$ cat config.mk
export PLATFORM = sky130hd
export DESIGN_NAME = differential_drive_odometry
export DESIGN_NICKNAME = d
export VERILOG_FILES = /design/src/hdl/ddo_pkg.sv /design/src/hdl/ddo_serial_mul.sv /design/src/hdl/differential_drive_odometry.sv
export SDC_FILE = /design/constraint.sdc
export NUM_CORES = 2
export LEC_CHECK = 0
export BUFFER_PORTS_ARGS = -buffer_cell sky130_fd_sc_hd__buf_2
export CORE_ASPECT_RATIO = 1.1
export CORE_UTILIZATION = 34
export DETAILED_ROUTE_END_ITERATION = 16
export PLACE_DENSITY = 0.55
export SETUP_SLACK_MARGIN = 0.15
export SLEW_MARGIN = 20
export SYNTH_ARGS = -nofsm -noshare
export SYNTH_HDL_FRONTEND = slang
export SYNTH_HIERARCHICAL = 1
export SYNTH_SLANG_ARGS = --single-unit
$ cat constraint.sdc
create_clock -name clk -period 10.3 [get_ports clk]
set_clock_uncertainty 0.2 [all_clocks]
set_input_delay 0.515 -clock clk [delete_from_list [all_inputs] [get_ports clk]]
set_output_delay 0.515 -clock clk [all_outputs]
set_load 0.05 [all_outputs]
$ cat src/hdl/ddo_pkg.sv
`timescale 1ns / 1ps
package ddo_pkg;
  localparam int COUNT_WIDTH_DEF  = 12;
  localparam int CORDIC_STEPS_DEF = 20;
  localparam int ATAN_ENTRIES     = 30;
  localparam logic [24:0] FULL_TURN = 25'd23592960;
  localparam logic [33:0] INV_GAIN_Q30 = 34'sd652032874;
  localparam logic [0:0] REG_PULSE_DISTANCE = 1'b0;
  localparam logic [0:0] REG_TURN_GAIN      = 1'b1;

  typedef enum logic [2:0] {
    ST_IDLE, ST_MUL, ST_ANGLE, ST_CORDIC, ST_PROD, ST_WRAP, ST_DONE
  } state_t;

  function automatic logic [31:0] atan_lut(input logic [4:0] i);
    case (i)
      5'd0: atan_lut = 32'd536870912;  5'd1: atan_lut = 32'd316933406;
      5'd2: atan_lut = 32'd167458907;  5'd3: atan_lut = 32'd85004756;
      5'd4: atan_lut = 32'd42667331;   5'd5: atan_lut = 32'd21354465;
      5'd6: atan_lut = 32'd10679838;   5'd7: atan_lut = 32'd5340245;
      5'd8: atan_lut = 32'd2670163;    5'd9: atan_lut = 32'd1335087;
      5'd10: atan_lut = 32'd667544;    5'd11: atan_lut = 32'd333772;
      5'd12: atan_lut = 32'd166886;    5'd13: atan_lut = 32'd83443;
      5'd14: atan_lut = 32'd41722;     5'd15: atan_lut = 32'd20861;
      5'd16: atan_lut = 32'd10430;     5'd17: atan_lut = 32'd5215;
      5'd18: atan_lut = 32'd2608;      5'd19: atan_lut = 32'd1304;
      5'd20: atan_lut = 32'd652;       5'd21: atan_lut = 32'd326;
      5'd22: atan_lut = 32'd163;       5'd23: atan_lut = 32'd81;
      5'd24: atan_lut = 32'd41;        5'd25: atan_lut = 32'd20;
      5'd26: atan_lut = 32'd10;        5'd27: atan_lut = 32'd5;
      5'd28: atan_lut = 32'd3;         5'd29: atan_lut = 32'd1;
      default: atan_lut = 32'd0;
    endcase
  endfunction
endpackage

$ cat src/hdl/ddo_serial_mul.sv
`timescale 1ns / 1ps
// Unsigned shift-add multiplier, one multiplier bit per cycle.
module ddo_serial_mul import ddo_pkg::*; #(
  parameter int AW = 40,
  parameter int BW = 34
) (
  input  logic            clk,
  input  logic            rst,
  input  logic            start,
  input  logic [AW-1:0]   a,
  input  logic [BW-1:0]   b,
  output logic            done,
  output logic [AW+BW-1:0] prod
);
  localparam int CW = $clog2(BW + 1);
  logic [CW-1:0]    cnt;
  logic             busy;
  logic [BW-1:0]    bsh;
  logic [AW+BW-1:0] ash;

  always_ff @(posedge clk) begin
    if (rst) begin
      busy <= 1'b0;
      done <= 1'b0;
      cnt  <= '0;
    end else begin
      done <= 1'b0;
      if (start) begin
        busy <= 1'b1;
        cnt  <= CW'(BW);
        bsh  <= b;
        ash  <= {{BW{1'b0}}, a};
        prod <= '0;
      end else if (busy) begin
        if (bsh[0]) prod <= prod + ash;
        ash <= ash << 1;
        bsh <= bsh >> 1;
        cnt <= cnt - 1'b1;
        if (cnt == CW'(1)) begin
          busy <= 1'b0;
          done <= 1'b1;
        end
      end
    end
  end
endmodule

$ cat src/hdl/differential_drive_odometry.sv
`timescale 1ns / 1ps
// Dead-reckoning odometry for a two-wheel base.
// Input channel (in_valid/in_stall): cmd, left/right counts and directions.
// Output channel (out_valid/out_stall): pos_x, pos_y, heading after the sample.
// One result per transfer. One item is worked at a time, and the input stalls
// until the result has been taken.
// An update runs five shift-add products (two wheel distances, X, Y and
// heading change, the last three each started by a launch step), a
// bit-serial divide by 360 for the CORDIC angle, the CORDIC micro-rotations
// and the turn reduction, then raises out_valid. When the receiver does not
// stall, the block returns to idle and takes the next input there.
// A clear command raises out_valid in the cycle after its transfer.
// Reset (rst, synchronous) zeroes the pose and loads the default registers.
// While the receiver stalls the result holds and no new item is taken.
// The user must write registers via cfg_we/cfg_index/cfg_data only while
// idle; the block itself does not enforce this.
module differential_drive_odometry import ddo_pkg::*; #(
  parameter int COUNT_WIDTH  = COUNT_WIDTH_DEF,
  parameter int CORDIC_STEPS = CORDIC_STEPS_DEF
) (
  input  logic clk,
  input  logic rst,
  input  logic cfg_we,
  input  logic [0:0] cfg_index,
  input  logic [23:0] cfg_data,
  input  logic in_valid,
  output logic in_stall,
  input  logic cmd,
  input  logic [COUNT_WIDTH-1:0] left_count,
  input  logic [COUNT_WIDTH-1:0] right_count,
  input  logic left_dir,
  input  logic right_dir,
  output logic out_valid,
  input  logic out_stall,
  output logic signed [31:0] pos_x,
  output logic signed [31:0] pos_y,
  output logic [24:0] heading
);
  localparam int MW = COUNT_WIDTH + 24;  // magnitude of one wheel distance
  localparam int SW = MW + 2;            // signed sum / diff
  localparam int AW = SW;
  localparam int BW = 34;
  localparam int PW = AW + BW;
  localparam int RW = (SW > 41) ? SW : 41;
  localparam int RK = SW - 25;           // turn reduction steps
  localparam int TW = SW + 2;
  localparam int SC = (CORDIC_STEPS < ATAN_ENTRIES) ? CORDIC_STEPS : ATAN_ENTRIES;
  localparam logic signed [TW-1:0] POS_MAX = TW'(32'sh7fff_ffff);
  localparam logic signed [TW-1:0] POS_MIN = TW'(32'sh8000_0000);

  state_t state, state_next;
  logic [23:0] pulse_distance, turn_gain;
  logic signed [31:0] xp, yp;
  logic [24:0] hp;
  logic [COUNT_WIDTH-1:0] rc;
  logic ld, rd;
  logic signed [SW-1:0] dl, dr;
  logic [2:0] phase;
  logic [5:0] cnt;
  logic signed [33:0] cx, cy;
  logic signed [33:0] cz;
  logic flip;
  logic [RW-1:0] rem;
  logic [31:0] quo;

  logic            m_start, m_done;
  logic [AW-1:0]   m_a;
  logic [BW-1:0]   m_b;
  logic [PW-1:0]   m_p;

  ddo_serial_mul #(.AW(AW), .BW(BW)) u_mul (
    .clk(clk), .rst(rst), .start(m_start), .a(m_a), .b(m_b),
    .done(m_done), .prod(m_p)
  );

  logic signed [SW-1:0] sum, diff;
  assign sum  = dr + dl;
  assign diff = dr - dl;

  always_comb begin
    state_next = state;
    unique case (state)
      ST_IDLE:   if (in_valid && !in_stall) state_next = cmd ? ST_DONE : ST_MUL;
      ST_MUL:    if (m_done && phase == 3'd1) state_next = ST_ANGLE;
      ST_ANGLE:  if (cnt == 6'd41) state_next = ST_CORDIC;
      ST_CORDIC: if (cnt == 6'(SC)) state_next = ST_PROD;
      ST_PROD:   if (m_done && phase == 3'd4) state_next = ST_WRAP;
      ST_WRAP:   if (cnt == 6'(RK)) state_next = ST_DONE;
      ST_DONE:   if (!out_stall) state_next = ST_IDLE;
      default:   state_next = ST_IDLE;
    endcase
  end

  always_comb begin
    in_stall  = (state != ST_IDLE);
    out_valid = (state == ST_DONE);
  end

  // multiplier operand select
  logic signed [SW-1:0] sel;
  logic signed [33:0] selb;
  always_comb begin
    sel  = sum;
    selb = cx;
    case (phase)
      3'd0: begin sel = '0; selb = '0; end
      3'd3: selb = cy;
      3'd4: begin sel = diff; selb = 34'(turn_gain); end
      default: ;
    endcase
  end
  logic [SW-1:0] selmag;
  logic [33:0] selbmag;
  assign selmag  = sel[SW-1] ? SW'(-sel) : SW'(sel);
  assign selbmag = selb[33] ? 34'(-selb) : 34'(selb);

  // rounding of the finished product
  logic [PW-1:0] rnd39, rnd24;
  assign rnd39 = (m_p + (PW'(1) << 38)) >> 39;
  assign rnd24 = (m_p + (PW'(1) << 23)) >> 24;
  logic signed [SW-1:0] delta;
  logic neg;
  logic signed [33:0] shx, shy;
  assign neg = sel[SW-1] ^ selb[33];
  assign delta = neg ? -SW'(rnd39) : SW'(rnd39);
  assign shx = cx >>> cnt[4:0];
  assign shy = cy >>> cnt[4:0];

  // position update with saturation
  logic signed [TW-1:0] tsum;
  logic signed [31:0] sat_pos;
  always_comb begin
    tsum = TW'(phase == 3'd2 ? xp : yp) + TW'(delta);
    if (tsum > POS_MAX) sat_pos = 32'sh7fff_ffff;
    else if (tsum < POS_MIN) sat_pos = 32'sh8000_0000;
    else sat_pos = tsum[31:0];
  end

  logic [RW-1:0] dstep, tstep;
  assign dstep = RW'(360) << (5'd31 - cnt[4:0]);
  assign tstep = RW'(FULL_TURN) << (6'(RK - 1) - cnt);

  // heading plus or minus a change already below a full turn
  logic [25:0] hadd;
  logic [24:0] hnew;
  assign hadd = {1'b0, hp} + {1'b0, rem[24:0]};
  always_comb begin
    if (!neg)
      hnew = (hadd >= {1'b0, FULL_TURN}) ? 25'(hadd - {1'b0, FULL_TURN}) : hadd[24:0];
    else
      hnew = (hp >= rem[24:0]) ? hp - rem[24:0] : hp + FULL_TURN - rem[24:0];
  end

  always_ff @(posedge clk) begin
    if (rst) begin
      state <= ST_IDLE;
      pulse_distance <= 24'd96609;
      turn_gain <= 24'd110444;
      xp <= '0; yp <= '0; hp <= '0;
      m_start <= 1'b0;
      phase <= '0;
      cnt <= '0;
    end else begin
      state <= state_next;
      m_start <= 1'b0;
      if (cfg_we) begin
        if (cfg_index == REG_PULSE_DISTANCE) pulse_distance <= cfg_data;
        else turn_gain <= cfg_data;
      end
      unique case (state)
        ST_IDLE: if (in_valid) begin
          if (cmd) begin
            xp <= '0; yp <= '0; hp <= '0;
          end else begin
            rc <= right_count; ld <= left_dir; rd <= right_dir;
            m_a <= AW'(left_count); m_b <= BW'(pulse_distance);
            m_start <= 1'b1; phase <= 3'd0;
          end
        end
        ST_MUL: if (m_done) begin
          if (phase == 3'd0) begin
            dl <= ld ? SW'(m_p[MW-1:0]) : -SW'(m_p[MW-1:0]);
            m_a <= AW'(rc); m_start <= 1'b1; phase <= 3'd1;
          end else begin
            dr <= rd ? SW'(m_p[MW-1:0]) : -SW'(m_p[MW-1:0]);
            rem <= RW'({hp, 16'd0}) + RW'(180); quo <= '0; cnt <= '0;
          end
        end
        ST_ANGLE: begin
          // restoring divide by 360, one quotient bit per cycle
          if (cnt < 6'd32) begin
            if (rem >= dstep) begin
              rem <= rem - dstep;
              quo <= quo | (32'd1 << (5'd31 - cnt[4:0]));
            end
            cnt <= cnt + 1'b1;
          end else if (cnt < 6'd41) begin
            cnt <= (cnt == 6'd32) ? 6'd41 : cnt + 1'b1;
            if (cnt == 6'd32) begin
              if ($signed(quo) > 32'sd1073741824 || $signed(quo) < -32'sd1073741824) begin
                flip <= 1'b1; cz <= 34'($signed(quo ^ 32'h8000_0000));
              end else begin
                flip <= 1'b0; cz <= 34'($signed(quo));
              end
              cx <= INV_GAIN_Q30; cy <= '0;
            end
          end else cnt <= '0;
        end
        ST_CORDIC: if (cnt < 6'(SC)) begin
          if (!cz[33]) begin
            cx <= cx - shy; cy <= cy + shx; cz <= cz - 34'(atan_lut(cnt[4:0]));
          end else begin
            cx <= cx + shy; cy <= cy - shx; cz <= cz + 34'(atan_lut(cnt[4:0]));
          end
          cnt <= cnt + 1'b1;
        end else begin
          if (flip) begin cx <= -cx; cy <= -cy; end
          phase <= 3'd2;
        end
        ST_PROD: begin
          // cnt == SC marks a launch cycle for the product of this phase
          if (cnt == 6'(SC)) begin
            m_a <= selmag; m_b <= selbmag; m_start <= 1'b1; cnt <= '0;
          end else if (m_done) begin
            if (phase == 3'd4) begin
              rem <= RW'(rnd24);
              cnt <= '0;
            end else begin
              if (phase == 3'd2) xp <= sat_pos; else yp <= sat_pos;
              phase <= phase + 1'b1;
              cnt <= 6'(SC);
            end
          end
        end
        ST_WRAP: begin
          // reduce the heading change mod a full turn, one shifted turn per cycle
          if (cnt < 6'(RK)) begin
            if (rem >= tstep) rem <= rem - tstep;
            cnt <= cnt + 1'b1;
          end else begin
            hp <= hnew;
            cnt <= '0;
          end
        end
        ST_DONE: ;
        default: ;
      endcase
    end
  end

  assign pos_x = xp;
  assign pos_y = yp;
  assign heading = hp;

  assert property (@(posedge clk) disable iff (rst) out_valid |-> in_stall)
    else $error("input taken while result pending");
  assert property (@(posedge clk) disable iff (rst) out_valid |-> heading < FULL_TURN)
    else $error("heading not wrapped");
  assert property (@(posedge clk) disable iff (rst)
    (out_valid && out_stall) |=> out_valid && $stable(pos_x) && $stable(heading))
    else $error("result lost under stall");
endmodule
# Word-level counts from Yosys, hierarchy flattened
# Memories as Yosys holds them, arrays and structs flattened. A register that Yosys moved wholly into a read port is not among the register bits.
# Index checks and enable logic that the tools add are counted.
# totals
output_inout_bits,91
reg_bits,674
in_bits,57
wordCells,313
n_memories,2
mem_bits_ro,1920
# memory_table
memory,depth,width,rd,rd_clocked_by_memory_dff,write_ports,line_no,text
(no name shown),32,30,1,1,0,ddo_pkg.sv:16,case (i)
(no name shown),32,30,1,1,0,ddo_pkg.sv:16,
# classes
n_shift,5
addsub,31
n_eq_ne,47
reduce_logical,40
muxes,135
order_cmp,12
bitwise_logic,9
# ops
op,n
$mux W34,24
$mux W32,24
$mux W41,9
$mux W38,8
$pmux W34 S2,4
$mux W72,3
$pmux W32 S2,3
$pmux W41 S4,1
$mux W25,6
$pmux W38 S3,1
$neg A34 Y34,3
$pmux W34 S3,1
$ge A41 B41 Y1,2
$sub A41 B41 Y41,2
$pmux W38 S2,1
$add A72 B39 Y72 const B,1
$add A72 B72 Y72,1
$mux W36,2
$add A34 B34 Y34,2
$sshr A34 B5 Y34,2
$sub A34 B34 Y34,2
$mux W6,11
$add A65 B24 Y65 const B,1
$ne A2 B2 Y1 const B,28
other kinds (70),137

# Longest topological paths before layout
# logic_depth
ltp_word,13
ltp_mapped,39
depth_no_buf,30

# Cells and area by module
# Netlist, hierarchy kept.
# by_module_without_submodules
module,area_each_um2,seq_area_each_um2,n_inst,cells_per_inst
differential_drive_odometry,52457.8,13753.2,1,6483
ddo_serial_mul,11697.5,5505.3,1,1104

# Least setup slack after synthesis
# No wires, ideal clock.
# synth_path
path_type,register to register
start,register phase[0]
end,"register xp[29], in the netlist pos_x[29]"
t_arrival_ns,8.634
path_slack_ns,1.324
path_buffers,9
setup_ns,0.142
required_ns,9.958
stages_incl_launch_ff,37
synth_period_minus_slack_ns,8.976
path_cell_list,dfxtp_1 inv_1 ha_1 and2_1 clkbuf_1 clkbuf_1 clkbuf_1 buf_1 clkbuf_1 nor2_1 xnor2_1 ha_1 a21oi_1 a21boi_0 nand4_1 a221oi_1 o32a_1 and3_1 buf_6 xnor2_4 buf_6 clkbuf_1 nor2_1 xor2_1 ha_1 a21o_1 a21o_1 a22o_1 a31oi_1 o31ai_1 a21oi_1 mux2_2 a2111oi_0 nand4_1 nand2_1 clkbuf_1 a311oi_1
# synth_via
elab_chain_cells,13
elab_cells_between_ends,22
cone_classes,1 x add/sub; 2 x order compare; 5 x eq/ne; 11 x mux; 1 x bitwise; 2 x reduce/logical
# synth_lines
item,line_no,text
start: declaration,differential_drive_odometry.sv:58,logic [2:0] phase;
start signal: assignment,differential_drive_odometry.sv:230,phase <= phase + 1'b1;
$eq A3 B3 Y1 (tied with other cells),"differential_drive_odometry.sv:105, differential_drive_odometry.sv:225",
$pmux W34 S3 / $pmux W38 S2 (equally long branches),differential_drive_odometry.sv:105,case (phase)
$xor A1 B1 Y1,differential_drive_odometry.sv:124,assign neg = sel[SW-1] ^ selb[33];
$mux W38,differential_drive_odometry.sv:125,assign delta = neg ? -SW'(rnd39) : SW'(rnd39);
$add A40 B38 Y40,differential_drive_odometry.sv:133,tsum = TW'(phase == 3'd2 ? xp : yp) + TW'(delta);
$lt A40 B32 Y1,differential_drive_odometry.sv:135,else if (tsum < POS_MIN) sat_pos = 32'sh8000_0000;
$mux W32,differential_drive_odometry.sv:135,
$mux W32,differential_drive_odometry.sv:134,if (tsum > POS_MAX) sat_pos = 32'sh7fff_ffff;
$mux W32,differential_drive_odometry.sv:229,if (phase == 3'd2) xp <= sat_pos; else yp <= sat_pos;
$mux W32,differential_drive_odometry.sv:225,if (phase == 3'd4) begin
$mux W32,differential_drive_odometry.sv:224,end else if (m_done) begin
$mux W32,differential_drive_odometry.sv:222,if (cnt == 6'(SC)) begin
$pmux W32 S2,differential_drive_odometry.sv:170,unique case (state)
end signal: assignment,differential_drive_odometry.sv:229,
end: declaration,differential_drive_odometry.sv:53,"logic signed [31:0] xp, yp;"
# Several ways; a longest one is shown, not always the timed one. The select of a mux whose other input is x is not followed.
# A chain may end at the register's enable or synchronous reset.

# Worst setup path after layout
# layout_path
start,register dl[8]
end,"register yp[12], in the netlist pos_y[12]"
# layout_via
elab_chain_cells,13
elab_cells_between_ends,15
cone_classes,3 x add/sub; 2 x order compare; 9 x mux; 1 x bitwise
# layout_lines
item,line_no,text
start: declaration,differential_drive_odometry.sv:57,"logic signed [SW-1:0] dl, dr;"
start signal: assignment,differential_drive_odometry.sv:182,dl <= ld ? SW'(m_p[MW-1:0]) : -SW'(m_p[MW-1:0]);
$add A38 B38 Y38 / $sub A38 B38 Y38 (equally long branches),"differential_drive_odometry.sv:77, differential_drive_odometry.sv:78",
$pmux W38 S2 (*),differential_drive_odometry.sv:105,
$xor A1 B1 Y1 (*),differential_drive_odometry.sv:124,
$mux W38 (*),differential_drive_odometry.sv:125,
$add A40 B38 Y40 (*),differential_drive_odometry.sv:133,
$lt A40 B32 Y1,differential_drive_odometry.sv:135,
$mux W32,differential_drive_odometry.sv:135,
$mux W32 (*),differential_drive_odometry.sv:134,
$mux W32 (*),differential_drive_odometry.sv:229,
$mux W32 (*),differential_drive_odometry.sv:225,
$mux W32 (*),differential_drive_odometry.sv:224,
$mux W32 (*),differential_drive_odometry.sv:222,
$pmux W32 S2 (*),differential_drive_odometry.sv:170,
end signal: assignment,differential_drive_odometry.sv:229,
end: declaration,differential_drive_odometry.sv:53,
# Mark *: on every way between the ends. The rest lies on a longest branch, timed or not. The select of a mux whose other input is x is not followed.

==> run metrics <==
Max H-tree Level=3; placed cells=9841; grt ovf=0; clock buffer depth=3; Initial Utilization=34.4%; chip width=416 um; max_cap viols=0; Critical Path AT=10.12 ns; period utilization=94.0%; cell area after synthesis=64200 um2; Syn Nets=8096; area leader, netlist=edfxtp_1; Slew @ Worst Pin=1.07 ns; setup_tns=0 ns; Via Count=58900; layout overhead on the synthesized area=10.7%; #FFs+latches synth=704; Max Fclk=103 MHz; worst vdd ir=145 uV; CP required=10.73 ns; global-route wire length before repair=353 mm; Final min period=9.69 ns; Synth top area share=24.2%; Yosys warning count=6; Rows=166; CTS Root Buffer Type=clkbuf_16; violation count after the first detailed-route iteration=5091; Synth area leaders=edfxtp_1 24%, ha_1 8.2%, dfxtp_1 5.9%, xnor2_1 5.1%, a21oi_1 4.8%; CTS tree=done; syn avg cell area=8.46 um2; Synth cell types=108; PortBufs=147; wire per inst=23.3 um; Crit Path Category=reg -> reg; hold path depth=4; routed wire length=234 mm; I/O Pins=148; Worst path slowest cell=or4_1; layout cells sized above 1=10.1%; clock-pin transition on the worst setup and hold timing paths=0.06 ns; antenna viol nets, final=0; Leak=26.8 nW; initial antenna violation count=6; Core Region=187000 um2; Worst R2R Path Depth=32; hpwl dp=177 mm; die area=190000 um2; HP Class=in -> reg; vias in the first global route=57000; slowest cell delay on critical path=0.64 ns; sequential cell area fraction in the yosys report=30.0%; status=finished, final reports clean; worst skew pair latency=0.75 ns; drt drc=0; Setup crit end kind=register; top_reg_cell synth=edfxtp_1; final std cells w/o fill=10100; CP max FO=17; Die Height=458 um; WHS=0.0344 ns; Tot GR Track Use=23.8%; Final nets=8056; Worst Setup Start Kind=register; number of synthesized flops with an enable pin=516; Setup-failing EPs final=0; max_slew headroom=28.0%; RSZ-0062 raised after global routing=false; CTS Buf Count=88; Pins Over Slew Limit=0; total clock sinks=704; Synth Instances=7587; largest net degree at the start of global routing=84; drt first pass iters=6; async set-reset flop share out of synthesis=0%; setup bufs post-CTS=0; Via-to-Cell Ratio=5.86; RePlAce Congestion=0.969; pwr/cell area=242 nW/um2; Fin. Hold Viols=0
metrics by stage:
step | cell area [um2] | total power, mW | util (%) | setup slack (ns)
5_1_grt | 71000 | 18.3 | 38.0 | 0.151
4_1_cts | 71000 | 17.2 | 38.0 | 0.271
6_report | 71000 | 17.2 | 38.0 | 0.614
3_5_place_dp | 67300 | 13.7 | 36.0 | 0.314
3_3_place_gp | 67300 | 13.6 | 36.0 | 0.468
2_1_floorplan | 64200 | 11.0 | - | 1.32
where the power goes:
| part | internal [mW] | switching, mW |
|---|---|---|
| Sequential | 3.80 | 0.581 |
| Clock | 1.99 | 1.42 |
| Combinational | 3.47 | 5.91 |
| Total | 9.26 | 7.91 |
synthesized netlist by cell type (35+ instances only):
| cell type | count |
|---|---|
| nor2_1 | 793 |
| and3_1 | 74 |
| buf_2 | 35 |
| mux2_2 | 148 |
| nand4_1 | 74 |
| nand3_1 | 167 |
| a21oi_1 | 615 |
| xnor2_1 | 371 |
| nand2_1 | 752 |
| nor4_1 | 64 |
| a311oi_1 | 49 |
| nor3_1 | 210 |
| o22ai_1 | 49 |
| a211oi_1 | 87 |
| edfxtp_1 | 516 |
| xor2_1 | 329 |
| a22oi_1 | 41 |
| or3_1 | 50 |
| nor2b_1 | 108 |
| o21ai_0 | 401 |
| nand2b_1 | 69 |
| inv_1 | 264 |
| o31ai_1 | 50 |
| clkbuf_1 | 364 |
| ha_1 | 423 |
| mux4_2 | 67 |
| nor3b_1 | 35 |
| or2_2 | 37 |
| buf_1 | 47 |
| dfxtp_1 | 188 |
| a21o_1 | 168 |
| a31oi_1 | 119 |
| o211ai_1 | 57 |
| o21bai_1 | 50 |
| mux2i_1 | 124 |
| and2_1 | 53 |
| o21a_1 | 65 |
layout make-up:
class                           instances  area [um2]
Clock buffer                          119        2550
Timing Repair Buffer                  320        2180
Clock inverter                         46         599
Inverter                              270        1020
Sequential cell                       704       19300
Multi-Input combinational cell       6163       42300
Antenna cell                            2        5.00
Tap cell                             2436        3050
Fill cell                           19000      116000
per-layer routing:
metal | share of wire [%] | track usage, %
met2 | 48 | 40.9
met4 | 4.3 | 10.0
met5 | 0.0047 | 0
met1 | 42 | 29.8
met3 | 5.5 | 2.92
sequential cells by signal (all words and copies together) (netlist names), 25 cells and up, named ones only:
| name | count |
|---|---|
| pos_y | 32 |
| quo | 32 |
| heading | 25 |
| u_mul/ash | 72 |
| u_mul/prod | 72 |
| m_a | 38 |
| cy | 34 |
| cx | 34 |
| dl | 38 |
| u_mul/bsh | 34 |
| pos_x | 32 |
| rem | 41 |
| cz | 34 |
| m_b | 34 |
| dr | 38 |
cells in the final DEF, fill, tap and decap left out, types with 124 or more instances in the layout:
| master | count |
|---|---|
| nor2_1 | 787 |
| edfxtp_1 | 516 |
| inv_1 | 262 |
| mux2_2 | 148 |
| nand2_1 | 749 |
| ha_1 | 422 |
| nand3_1 | 166 |
| dfxtp_1 | 182 |
| a21o_1 | 168 |
| xnor2_1 | 371 |
| o21ai_0 | 400 |
| a21oi_1 | 615 |
| nor3_1 | 198 |
| mux2i_1 | 124 |
| buf_2 | 146 |
| xor2_1 | 329 |
final timing paths:
| path | slack, ns | end | start |
|---|---|---|---|
| max | 0.61 | pos_y[12]$_SDFFE_PP0P_ | dl[8]$_DFFE_PP_ |
| min | 0.03 | pulse_distance[23]$_SDFFE_PP0P_ | cfg_index |
| max reg2reg | 0.61 | pos_y[12]$_SDFFE_PP0P_ | dl[8]$_DFFE_PP_ |
| min reg2reg | 0.25 | pulse_distance[20]$_SDFFE_PP0P_ | pulse_distance[20]$_SDFFE_PP0P_ |
critical path, delay by kind of cell, from the launching register on:
kind,cells,cell delay [ns]
compound gates,15,3.59
simple gates,8,2.99
xor+xnor,3,0.71
flops,1,0.45
buf+inv,4,0.84
fa+ha+maj,2,0.78
timing repair:
action	4_1_cts	5_1_grt
endpoints found under the hold margin	79	0
setup endpoints to repair	0	59
gates resized for setup	0	5
hold buffers	51	0
kinds of logic after synthesis:
group | share of synthesized area (%)
xor+xnor | 9.62
simple gates | 18.8
fa+ha+maj | 9.15
flops | 30.0
compound gates | 21.1
mux | 6.95
buf+inv | 4.32
Note: power is estimated with default switching activity, not from simulation.
